`config.mk`:
```
export PLATFORM = sky130hd
export DESIGN_NAME = tuner_rf_tune_sequence_core
export DESIGN_NICKNAME = d
export VERILOG_FILES = /design/src/tunrf_pkg.sv /design/src/tunrf_word.sv /design/src/tunrf_spur.sv /design/src/tunrf_seq.sv /design/src/tuner_rf_tune_sequence_core.sv
export SDC_FILE = /design/constraint.sdc
export NUM_CORES = 2
export LEC_CHECK = 0
export ABC_AREA = 1
export BUFFER_PORTS_ARGS = -buffer_cell sky130_fd_sc_hd__buf_4
export CAP_MARGIN = 20
export CORE_MARGIN = 10
export CORE_UTILIZATION = 43
export CTS_CLUSTER_SIZE = 20
export DETAILED_ROUTE_END_ITERATION = 16
export GPL_TIMING_DRIVEN = 0
export PLACE_DENSITY = 0.55
export SETUP_SLACK_MARGIN = 0.15
export SLEW_MARGIN = 20
export SYNTH_ARGS = -nofsm -noshare
export SYNTH_HDL_FRONTEND = slang
export SYNTH_SLANG_ARGS = --single-unit
export TNS_END_PERCENT = 1
```
`constraint.sdc`:
```
create_clock -name clk -period 7.5 [get_ports clk]
set_input_delay 0.75 -clock clk [delete_from_list [all_inputs] [get_ports clk]]
set_output_delay 0.75 -clock clk [all_outputs]
set_load 0.1 [all_outputs]
```
`src/tunrf_pkg.sv`:
```
// Shared constants, types and tables for the RF tune sequence core.
`timescale 1ns / 1ps

package tunrf_pkg;

	// Field widths
	localparam int FREQ_W  = 30;
	localparam int QUOT_W  = 11;   // whole MHz of a 30-bit frequency
	localparam int REM_W   = 20;   // Hz below the MHz
	localparam int WORD_W  = 16;
	localparam int FRAC_W  = 6;
	localparam int BYTE_W  = 8;

	// Divide by one million through a scaled reciprocal
	localparam int HZ_PER_MHZ  = 1000000;
	localparam int RECIP_SHIFT = 40;
	localparam int RECIP_W     = 21;
	localparam logic [RECIP_W-1:0] RECIP_MHZ =
		RECIP_W'((64'd1 << RECIP_SHIFT) / HZ_PER_MHZ);
	localparam int PROD_W = FREQ_W + RECIP_W;
	localparam int QM_W   = QUOT_W + REM_W;
	localparam int RAW_W  = REM_W + 1;    // remainder before correction, below 2 MHz

	// Round-up threshold on the final remainder
	localparam int ROUND_THR = 7812;

	// One fraction step is a 64th of a MHz
	localparam int FRAC_STEPS = 1 << FRAC_W;
	localparam int FRAC_UNIT  = HZ_PER_MHZ / FRAC_STEPS;

	// Spur search
	localparam int SPUR_ENTRIES  = 17;
	localparam int DEFINED_SPURS = 17;
	localparam int KHZ           = 1000;

	// Number of writes in one sequence
	localparam int WRITES = 10;
	localparam int CNT_W  = 4;

	// Tuner register addresses
	localparam logic [BYTE_W-1:0] ADDR_TUNE_CTRL = 8'h13;
	localparam logic [BYTE_W-1:0] ADDR_SYN_CFG   = 8'h3B;
	localparam logic [BYTE_W-1:0] ADDR_SYN_MODE  = 8'h10;
	localparam logic [BYTE_W-1:0] ADDR_SYN_DIV   = 8'h1A;
	localparam logic [BYTE_W-1:0] ADDR_SPUR_VAL  = 8'h61;
	localparam logic [BYTE_W-1:0] ADDR_SPUR_DIR  = 8'h62;
	localparam logic [BYTE_W-1:0] ADDR_WORD_LO   = 8'h11;
	localparam logic [BYTE_W-1:0] ADDR_WORD_HI   = 8'h12;

	// Fixed register values
	localparam logic [BYTE_W-1:0] VAL_ABORT    = 8'h00;
	localparam logic [BYTE_W-1:0] VAL_CFG_A    = 8'hC0;
	localparam logic [BYTE_W-1:0] VAL_CFG_B    = 8'h80;
	localparam logic [BYTE_W-1:0] VAL_MODE     = 8'h95;
	localparam logic [BYTE_W-1:0] VAL_DIV      = 8'h05;
	localparam logic [BYTE_W-1:0] VAL_DIR_BASE = 8'hA0;
	localparam logic [BYTE_W-1:0] VAL_START    = 8'h01;
	localparam logic [BYTE_W-1:0] VAL_NO_SPUR  = 8'h00;

	// One spur window, bounds in Hz
	typedef struct packed {
		logic [FREQ_W-1:0] lo;
		logic [FREQ_W-1:0] hi;
		logic [BYTE_W-1:0] val;
		logic [BYTE_W-1:0] dir;
	} spur_win_t;

	// Outcome of the spur search
	typedef struct packed {
		logic              hit;
		logic [BYTE_W-1:0] val;
		logic [BYTE_W-1:0] dir;
	} spur_res_t;

	// Everything the sequencer needs for one item
	typedef struct packed {
		logic [WORD_W-1:0] word;
		spur_res_t         spur;
	} tune_item_t;

	function automatic spur_win_t mk_win(int center, int offset,
			logic [BYTE_W-1:0] val, logic [BYTE_W-1:0] dir);
		spur_win_t w;
		w.lo  = FREQ_W'((center - offset) * KHZ);
		w.hi  = FREQ_W'((center + offset) * KHZ);
		w.val = val;
		w.dir = dir;
		return w;
	endfunction

	// Spur window table; entries past the defined ones can never match
	function automatic spur_win_t spur_win(int idx);
		spur_win_t w;
		w.lo  = '1;
		w.hi  = '0;
		w.val = '0;
		w.dir = '0;
		case (idx)
			0:  w = mk_win( 64500, 500, 8'h92, 8'h07);
			1:  w = mk_win(191500, 300, 8'hE2, 8'h07);
			2:  w = mk_win(205500, 500, 8'h2C, 8'h04);
			3:  w = mk_win(212500, 500, 8'h1E, 8'h04);
			4:  w = mk_win(226500, 500, 8'hD4, 8'h07);
			5:  w = mk_win( 99143, 500, 8'h9C, 8'h07);
			6:  w = mk_win(173143, 500, 8'hD4, 8'h07);
			7:  w = mk_win(191143, 300, 8'hD4, 8'h07);
			8:  w = mk_win(207143, 500, 8'hCE, 8'h07);
			9:  w = mk_win(225143, 500, 8'hCE, 8'h07);
			10: w = mk_win(243143, 500, 8'hD4, 8'h07);
			11: w = mk_win(261143, 500, 8'hD4, 8'h07);
			12: w = mk_win(291143, 500, 8'hD4, 8'h07);
			13: w = mk_win(339143, 500, 8'h2C, 8'h04);
			14: w = mk_win(117143, 500, 8'h7A, 8'h07);
			15: w = mk_win(135143, 300, 8'h7A, 8'h07);
			16: w = mk_win(153143, 500, 8'h01, 8'h07);
			default: ;
		endcase
		return w;
	endfunction

endpackage

```
`src/tunrf_word.sv`:
```
// Synthesizer word pipeline: MHz split, six fraction bits, rounding.
`timescale 1ns / 1ps

module tunrf_word (
	input  logic                          clk,
	input  logic [tunrf_pkg::FREQ_W-1:0]  freq_s1,
	output logic [tunrf_pkg::WORD_W-1:0]  word_s4
);

	logic [tunrf_pkg::PROD_W-1:0] prod_s2;
	logic [tunrf_pkg::FREQ_W-1:0] freq_s2;
	logic [tunrf_pkg::QUOT_W-1:0] quot_s3;
	logic [tunrf_pkg::RAW_W-1:0]  rem_raw_s3;
	logic [tunrf_pkg::QUOT_W-1:0] quot_est;
	logic [tunrf_pkg::QM_W-1:0]   quot_hz;
	logic [tunrf_pkg::WORD_W-1:0] word_d;

	// Stage 2: scale by the reciprocal of one million
	always_ff @(posedge clk) begin
		prod_s2 <= {{(tunrf_pkg::PROD_W-tunrf_pkg::FREQ_W){1'b0}}, freq_s1}
			* {{(tunrf_pkg::PROD_W-tunrf_pkg::RECIP_W){1'b0}}, tunrf_pkg::RECIP_MHZ};
		freq_s2 <= freq_s1;
	end

	// Quotient estimate, low by at most one
	assign quot_est = prod_s2[tunrf_pkg::RECIP_SHIFT +: tunrf_pkg::QUOT_W];
	assign quot_hz  = tunrf_pkg::QM_W'(quot_est) * tunrf_pkg::QM_W'(tunrf_pkg::HZ_PER_MHZ);

	// Stage 3: remainder of the estimate
	always_ff @(posedge clk) begin
		quot_s3    <= quot_est;
		rem_raw_s3 <= tunrf_pkg::RAW_W'({1'b0, freq_s2} - quot_hz);
	end

	// Correct the quotient, then fraction and round-up from parallel compares
	always_comb begin
		logic [tunrf_pkg::QUOT_W-1:0]  q;
		logic [tunrf_pkg::RAW_W-1:0]   r_raw;
		logic [tunrf_pkg::REM_W-1:0]   r;
		logic [tunrf_pkg::FRAC_W:0]    frac;
		logic [tunrf_pkg::WORD_W:0]    w;
		q     = quot_s3;
		r_raw = rem_raw_s3;
		if (r_raw >= tunrf_pkg::RAW_W'(tunrf_pkg::HZ_PER_MHZ)) begin
			r_raw = r_raw - tunrf_pkg::RAW_W'(tunrf_pkg::HZ_PER_MHZ);
			q     = q + 1'b1;
		end
		r = r_raw[tunrf_pkg::REM_W-1:0];
		// Halving strict compares leave fraction j with a rest in (0, one step];
		// the round-up adds one above 7812, so fraction plus round-up is the
		// count of steps j with the remainder above 7812 + j steps
		frac = '0;
		for (int j = 0; j < tunrf_pkg::FRAC_STEPS; j++) begin
			if (r > tunrf_pkg::REM_W'(tunrf_pkg::ROUND_THR + j * tunrf_pkg::FRAC_UNIT))
				frac = (tunrf_pkg::FRAC_W+1)'(j + 1);
		end
		w = ((tunrf_pkg::WORD_W+1)'(q) << tunrf_pkg::FRAC_W)
			+ (tunrf_pkg::WORD_W+1)'(frac);
		word_d = w[tunrf_pkg::WORD_W-1:0];
	end

	// Stage 4: finished word
	always_ff @(posedge clk) begin
		word_s4 <= word_d;
	end

endmodule

```
`src/tunrf_spur.sv`:
```
// Spur window search with the result delayed to line up with the word.
`timescale 1ns / 1ps

module tunrf_spur (
	input  logic                          clk,
	input  logic [tunrf_pkg::FREQ_W-1:0]  freq_s1,
	output tunrf_pkg::spur_res_t          spur_s4
);

	tunrf_pkg::spur_res_t spur_d;
	tunrf_pkg::spur_res_t spur_s2;
	tunrf_pkg::spur_res_t spur_s3;

	// All windows compared at once; the lowest matching index wins
	always_comb begin
		tunrf_pkg::spur_win_t w;
		spur_d.hit = 1'b0;
		spur_d.val = tunrf_pkg::VAL_NO_SPUR;
		spur_d.dir = tunrf_pkg::VAL_NO_SPUR;
		for (int i = tunrf_pkg::SPUR_ENTRIES - 1; i >= 0; i--) begin
			w = tunrf_pkg::spur_win(i);
			if (freq_s1 >= w.lo && freq_s1 <= w.hi) begin
				spur_d.hit = 1'b1;
				spur_d.val = w.val;
				spur_d.dir = w.dir;
			end
		end
	end

	always_ff @(posedge clk) begin
		spur_s2 <= spur_d;
		spur_s3 <= spur_s2;
		spur_s4 <= spur_s3;
	end

endmodule

```
`src/tunrf_seq.sv`:
```
// Write sequencer: plays out the ten register writes of one item.
`timescale 1ns / 1ps

module tunrf_seq (
	input  logic                          clk,
	input  logic                          arst_n,
	input  logic                          load,
	input  tunrf_pkg::tune_item_t         item,
	output logic                          strobe,
	output logic [tunrf_pkg::BYTE_W-1:0]  reg_address,
	output logic [tunrf_pkg::BYTE_W-1:0]  reg_value,
	output logic                          spur_hit,
	output logic                          last
);

	// Position within the write sequence
	typedef enum logic [tunrf_pkg::CNT_W-1:0] {
		STEP_ABORT,
		STEP_CFG_A,
		STEP_CFG_B,
		STEP_MODE,
		STEP_DIV,
		STEP_SPUR_VAL,
		STEP_SPUR_DIR,
		STEP_WORD_LO,
		STEP_WORD_HI,
		STEP_START
	} step_t;

	tunrf_pkg::tune_item_t         item_q;
	step_t                         step_q;
	logic                          active_q;
	logic [tunrf_pkg::BYTE_W-1:0]  addr_d;
	logic [tunrf_pkg::BYTE_W-1:0]  val_d;

	// Address and value of the current write
	always_comb begin
		addr_d = tunrf_pkg::ADDR_TUNE_CTRL;
		val_d  = tunrf_pkg::VAL_ABORT;
		case (step_q)
			STEP_ABORT: begin
				addr_d = tunrf_pkg::ADDR_TUNE_CTRL;
				val_d  = tunrf_pkg::VAL_ABORT;
			end
			STEP_CFG_A: begin
				addr_d = tunrf_pkg::ADDR_SYN_CFG;
				val_d  = tunrf_pkg::VAL_CFG_A;
			end
			STEP_CFG_B: begin
				addr_d = tunrf_pkg::ADDR_SYN_CFG;
				val_d  = tunrf_pkg::VAL_CFG_B;
			end
			STEP_MODE: begin
				addr_d = tunrf_pkg::ADDR_SYN_MODE;
				val_d  = tunrf_pkg::VAL_MODE;
			end
			STEP_DIV: begin
				addr_d = tunrf_pkg::ADDR_SYN_DIV;
				val_d  = tunrf_pkg::VAL_DIV;
			end
			STEP_SPUR_VAL: begin
				addr_d = tunrf_pkg::ADDR_SPUR_VAL;
				val_d  = item_q.spur.val;
			end
			STEP_SPUR_DIR: begin
				addr_d = tunrf_pkg::ADDR_SPUR_DIR;
				val_d  = tunrf_pkg::VAL_DIR_BASE | item_q.spur.dir;
			end
			STEP_WORD_LO: begin
				addr_d = tunrf_pkg::ADDR_WORD_LO;
				val_d  = item_q.word[tunrf_pkg::BYTE_W-1:0];
			end
			STEP_WORD_HI: begin
				addr_d = tunrf_pkg::ADDR_WORD_HI;
				val_d  = item_q.word[tunrf_pkg::WORD_W-1:tunrf_pkg::BYTE_W];
			end
			STEP_START: begin
				addr_d = tunrf_pkg::ADDR_TUNE_CTRL;
				val_d  = tunrf_pkg::VAL_START;
			end
			default: ;
		endcase
	end

	// Sequence state, item hold and registered write;
	// a new item may load while the sequencer is on its final step
	always_ff @(posedge clk or negedge arst_n) begin
		if (!arst_n) begin
			active_q    <= 1'b0;
			step_q      <= STEP_ABORT;
			item_q      <= '0;
			strobe      <= 1'b0;
			reg_address <= '0;
			reg_value   <= '0;
			spur_hit    <= 1'b0;
			last        <= 1'b0;
		end else begin
			strobe      <= active_q;
			reg_address <= addr_d;
			reg_value   <= val_d;
			spur_hit    <= item_q.spur.hit;
			last        <= (step_q == STEP_START);
			if (load) begin
				active_q <= 1'b1;
				step_q   <= STEP_ABORT;
				item_q   <= item;
			end else if (active_q) begin
				if (step_q == STEP_START) begin
					active_q <= 1'b0;
					step_q   <= STEP_ABORT;
				end else begin
					step_q <= step_t'(step_q + 1'b1);
				end
			end
		end
	end

	// A new item never cuts into a running sequence
	a_no_overlap: assert property (@(posedge clk) disable iff (!arst_n)
		load |-> (!active_q || step_q == STEP_START))
		else $error("item loaded while sequence still running");

	// Writes of one item come on consecutive cycles
	a_no_gap: assert property (@(posedge clk) disable iff (!arst_n)
		(strobe && !last) |=> strobe)
		else $error("gap inside write sequence");

	// Final write is the start-tune command
	a_last_start: assert property (@(posedge clk) disable iff (!arst_n)
		(strobe && last) |-> (reg_address == tunrf_pkg::ADDR_TUNE_CTRL
			&& reg_value == tunrf_pkg::VAL_START))
		else $error("final write is not start tune");

	// Spur flag is constant over one sequence
	a_hit_stable: assert property (@(posedge clk) disable iff (!arst_n)
		(strobe && !last) |=> (spur_hit == $past(spur_hit)))
		else $error("spur flag changed within a sequence");

endmodule

```
`src/tuner_rf_tune_sequence_core.sv`:
```
// Top level of the RF tune sequence core: handshake, pipeline valids, units.
`timescale 1ns / 1ps
//
//  channel   ports                                         direction
//  command   start, busy, rf_freq_hz                       in (busy out)
//  result    strobe, reg_address, reg_value, spur_hit, last out
//
//  An item is taken when start is high and busy is low. It yields ten writes on
//  consecutive cycles; strobe marks each. With start held, the next item is taken
//  while the writes of the last still come out, spaced by the busy counter, and
//  its writes follow them with no gap. busy goes high after each acceptance and
//  stays high until the counter runs down. Reset clears valids, the busy counter
//  and the sequencer. The receiver cannot stall; results are shown once each.

module tuner_rf_tune_sequence_core (
	input  logic                          clk,
	input  logic                          arst_n,
	input  logic                          start,
	output logic                          busy,
	input  logic [tunrf_pkg::FREQ_W-1:0]  rf_freq_hz,
	output logic                          strobe,
	output logic [tunrf_pkg::BYTE_W-1:0]  reg_address,
	output logic [tunrf_pkg::BYTE_W-1:0]  reg_value,
	output logic                          spur_hit,
	output logic                          last
);

	logic                          accept;
	logic [tunrf_pkg::CNT_W-1:0]   hold_q;
	logic [tunrf_pkg::FREQ_W-1:0]  freq_s1;
	logic                          vld_s1;
	logic                          vld_s2;
	logic                          vld_s3;
	logic                          vld_s4;
	logic [tunrf_pkg::WORD_W-1:0]  word_s4;
	tunrf_pkg::spur_res_t          spur_s4;
	tunrf_pkg::tune_item_t         item_s4;

	assign accept = start && !busy;
	assign busy   = (hold_q != '0);

	// Busy counter spaces items by the sequence length
	always_ff @(posedge clk or negedge arst_n) begin
		if (!arst_n) begin
			hold_q <= '0;
		end else if (accept) begin
			hold_q <= tunrf_pkg::CNT_W'(tunrf_pkg::WRITES - 1);
		end else if (hold_q != '0) begin
			hold_q <= hold_q - 1'b1;
		end
	end

	// Pipeline valids
	always_ff @(posedge clk or negedge arst_n) begin
		if (!arst_n) begin
			vld_s1 <= 1'b0;
			vld_s2 <= 1'b0;
			vld_s3 <= 1'b0;
			vld_s4 <= 1'b0;
		end else begin
			vld_s1 <= accept;
			vld_s2 <= vld_s1;
			vld_s3 <= vld_s2;
			vld_s4 <= vld_s3;
		end
	end

	// Input register
	always_ff @(posedge clk) begin
		if (accept)
			freq_s1 <= rf_freq_hz;
	end

	tunrf_word u_word (
		.clk     (clk),
		.freq_s1 (freq_s1),
		.word_s4 (word_s4)
	);

	tunrf_spur u_spur (
		.clk     (clk),
		.freq_s1 (freq_s1),
		.spur_s4 (spur_s4)
	);

	assign item_s4.word = word_s4;
	assign item_s4.spur = spur_s4;

	tunrf_seq u_seq (
		.clk         (clk),
		.arst_n      (arst_n),
		.load        (vld_s4),
		.item        (item_s4),
		.strobe      (strobe),
		.reg_address (reg_address),
		.reg_value   (reg_value),
		.spur_hit    (spur_hit),
		.last        (last)
	);

	// Acceptance always raises busy for the next cycle
	a_busy_after: assert property (@(posedge clk) disable iff (!arst_n)
		accept |=> busy)
		else $error("busy not raised after acceptance");

	// Items are spaced far enough that only one is in the pipeline
	a_one_in_flight: assert property (@(posedge clk) disable iff (!arst_n)
		$countones({vld_s1, vld_s2, vld_s3, vld_s4}) <= 1)
		else $error("more than one item in the pipeline");

	// Stage one is only filled while busy holds off the next item
	a_s1_busy: assert property (@(posedge clk) disable iff (!arst_n)
		vld_s1 |-> busy)
		else $error("pipeline filled while not busy");

endmodule

```
==> metrics list <==
* Instance area at placement: 27,760 um2
* Arrival time at the worst endpoint: 7.44 ns
- Final net count: 4,246
- Die width: 267.3 um
* Highest-count cells in the layout ignoring fill and taps: inv_1, nand2_1, ha_1, fa_1, nor2_1
- Across every metal layer, demand over resource in global routing totals 32.13%.
* Most common cell on crit path: nand2_1
- The critical path is of the reg2reg type.
* Routed length per instance: 26.05 um
- The wire-length estimate of the detail-placed layout is 93.31 mm.
- Yosys mapped a number of flops with a built-in enable equal to 30.
- Row count: 90
* Dominant register cell in the synthesized netlist: dfxtp_1
- Number of detailed-route iterations in the first pass: 6
* Uppermost signal routing layer after detailed routing: met5
- Register bit total from synthesis: 195
- Counting distinct cell types in the post-synthesis netlist gives 61.
* Met1 wire length: 43.23 mm
- Clock root buffer master: clkbuf_16
- The mapped netlist covers 26,290 um2.
* Slew of the pin with the lowest slew margin: 1.172 ns
- Biggest cell delay along the critical path: 0.37 ns
- In the final layout, the share of cells above drive strength 1 is 9.464%.
- Headroom to the max-slew limit came out at 20.86%.
- Via count of the first global-routing pass: 26.27k
* Cell count after synthesis: 3,416
- Yosys warning total: 0
* Final Routed Wirelength: 114.3 mm
- For this run, asynchronously set or reset flops after synthesis account for 28.72%.
- Longest Clk Path Bufs: 2
* Run status: completed
- Clock-pin slew was measured on the worst setup and hold paths at 0.10 ns.
* Worst Path Max Fanout: 9
* Remaining global-route overflow: 0
- CTS tree: built
* Antenna violation net count after detailed routing: 0
- The routed design could run at a clock period as short as 7.068 ns.
- First-pass GRT wire length: 169.1 mm
- Number of vias after detailed routing: 25.36k
- Most common library cell in the layout ignoring fill and taps: inv_1
* Number of antenna violations at the first check in global routing: 5
- Input and output buffers added on the ports amount to 50.
- Drt first-iter violations: 2,423
* Final GP Congestion: 1.030
- Setup-violating endpoint count in the final report: 0
* Post-synthesis to final-layout area growth: 12.69%
- Startpoint types: flip-flop
- Worst hold-check path type: reg2reg
- With fillers left out, the area of the finished cells amounts to 29,630 um2.
- Maximum number of pins on one net before global-route repair: 57
- The core region is 60,470 um2.
* Cell type of the slowest stage on the worst timing path: nand2_1
- Final worst hold slack: 0.3135 ns
* Starting utilization of the core area: 43.48%
- # hold bufs at CTS: 0
- In the routed layout, each cell is associated on average with a via count of 5.781.
* Met3 wire length: 7.265 mm
- Post-layout util: 49.00%
* Worst-Skew Late Latency: 0.46 ns
- The final count of hold timing violations is 0.
- Max Fclk: 0.1415 GHz
- For the final routed database, the setup TNS stands at 0 ns.
- Dividing the synthesized area by the synthesized cell count gives 7.697 um2.
- On the final layout, the worst clock skew is 0.02316 ns.
- Setup repair after global routing could not meet its margin everywhere.
* Number of max-slew violations in the final report: 0
- The number of clock buffers added by TritonCTS is 17.
- Remaining routing DRC violations: 0
- The H-tree generated during clock tree synthesis spans 4 levels.
- Number of max-cap violations: 0
- The die covers 71,440 um2.
- Die height: 267.3 um
* Worst endpoint required time: 7.87 ns
- Top Ports: 53
* Clock net sink count: 195
- Dividing the final minimum period by the clock period gives 94.24%.
- Critical Path End Type: flip-flop
* Part of the Yosys area used for sequential elements: 17.06%
- Detailed routing placed a total of 54.44 mm of wire on met2.
## worst max-delay path: cells and delay by family, from the launching register on
| kind | cells | cell delay [ns] |
|---|---|---|
| AND/OR/NAND/NOR | 59 | 5.76 |
| flip-flops | 1 | 0.31 |
| AO/OA/AOI/OAI | 4 | 0.71 |
| buffers and inverters | 1 | 0.21 |
## cell families (layout without fill, tap and decap cells)
kind of cell    after synthesis  count (layout)  share of synthesized area (%)
fa+ha+maj                   623             623                          37.44
compound gates              529             529                          12.10
flops                       195             195                          17.06
other cells                   1               4                        0.01426
simple gates               1170            1171                          19.18
buf+inv                     833            1018                          12.04
xor+xnor                     65              65                          2.165
## metrics by stage
step           std cells  setup WS, ns
6_report            4387        0.4321
5_1_grt             4385        0.1198
4_1_cts             4331       0.02957
3_5_place_dp        4256       -0.8304
3_3_place_gp        4249       -0.8440
2_1_floorplan       3417         1.346
## layout make-up
| cell class | count | area, um2 |
|---|---|---|
| Fill cell | 5796 | 30840 |
| Multi-Input combinational cell | 2390 | 19060 |
| Sequential cell | 195 | 4489 |
| Inverter | 807 | 3062 |
| Timing Repair Buffer | 153 | 1246 |
| Tap cell | 782 | 978.4 |
| Clock buffer | 18 | 450.4 |
| Clock inverter | 14 | 178.9 |
| Buffer | 26 | 157.7 |
| Antenna cell | 2 | 5.005 |
## sequential cells by signal, summed over array words and instances (netlist names), 6 cells and up
register / count
u_spur.spur_s2: 10
freq_s1: 30
u_spur.spur_s3: 10
u_word.quot_s3: 10
u_seq.item_q: 26
u_word.prod_s2: 12
u_seq.reg_address: 6
u_seq.reg_value: 8
u_word.freq_s2: 20
u_word.word_s4: 16
u_word.rem_raw_s3: 21
u_spur.spur_s4: 10
## timing repair
action	CTS	global route
endpoints found under the setup margin	12	10
gates resized for setup	20	118
pin swaps	1	18
buffers inserted	43	52
cloned	0	1
## Yosys cell counts, drive strengths merged, types with 56 or more instances
master | number | area, um2
a21oi | 162 | 810.8
nor2 | 301 | 1180
nand2 | 570 | 2192
nand4 | 71 | 444.2
nor3 | 67 | 335.3
dfrtp | 56 | 1401
ha | 350 | 4379
inv | 805 | 3022
nand3 | 125 | 658.1
o21ai | 188 | 959.7
dfxtp | 109 | 2182
fa | 273 | 5465
## worst paths after layout
path | cells past startpoint | slack [ns] | from | end
min in group asynchronous | 1 | 0.32 | arst_n | u_seq.spur_hit
hold reg to reg | 0 | 0.31 | u_spur.spur_s3[12] | u_spur.spur_s4[12]
hold / removal | 0 | 0.31 | u_spur.spur_s3[12] | u_spur.spur_s4[12]
setup reg to reg | 64 | 0.43 | u_word.rem_raw_s3[2] | u_word.word_s4[0]
max in group asynchronous | 1 | 6.71 | arst_n | vld_s1
setup / recovery | 64 | 0.43 | u_word.rem_raw_s3[2] | u_word.word_s4[0]
## layer usage
metal	track usage, %	up-vias
met5	0	-
met4	21.54	2
met3	4.017	400
met2	54.83	1328
met1	37.46	12300
li1	-	11330
Power is left out: the tool's default activity adds up to more than one toggle a clock period on the data nets, which glitch-free logic cannot reach.
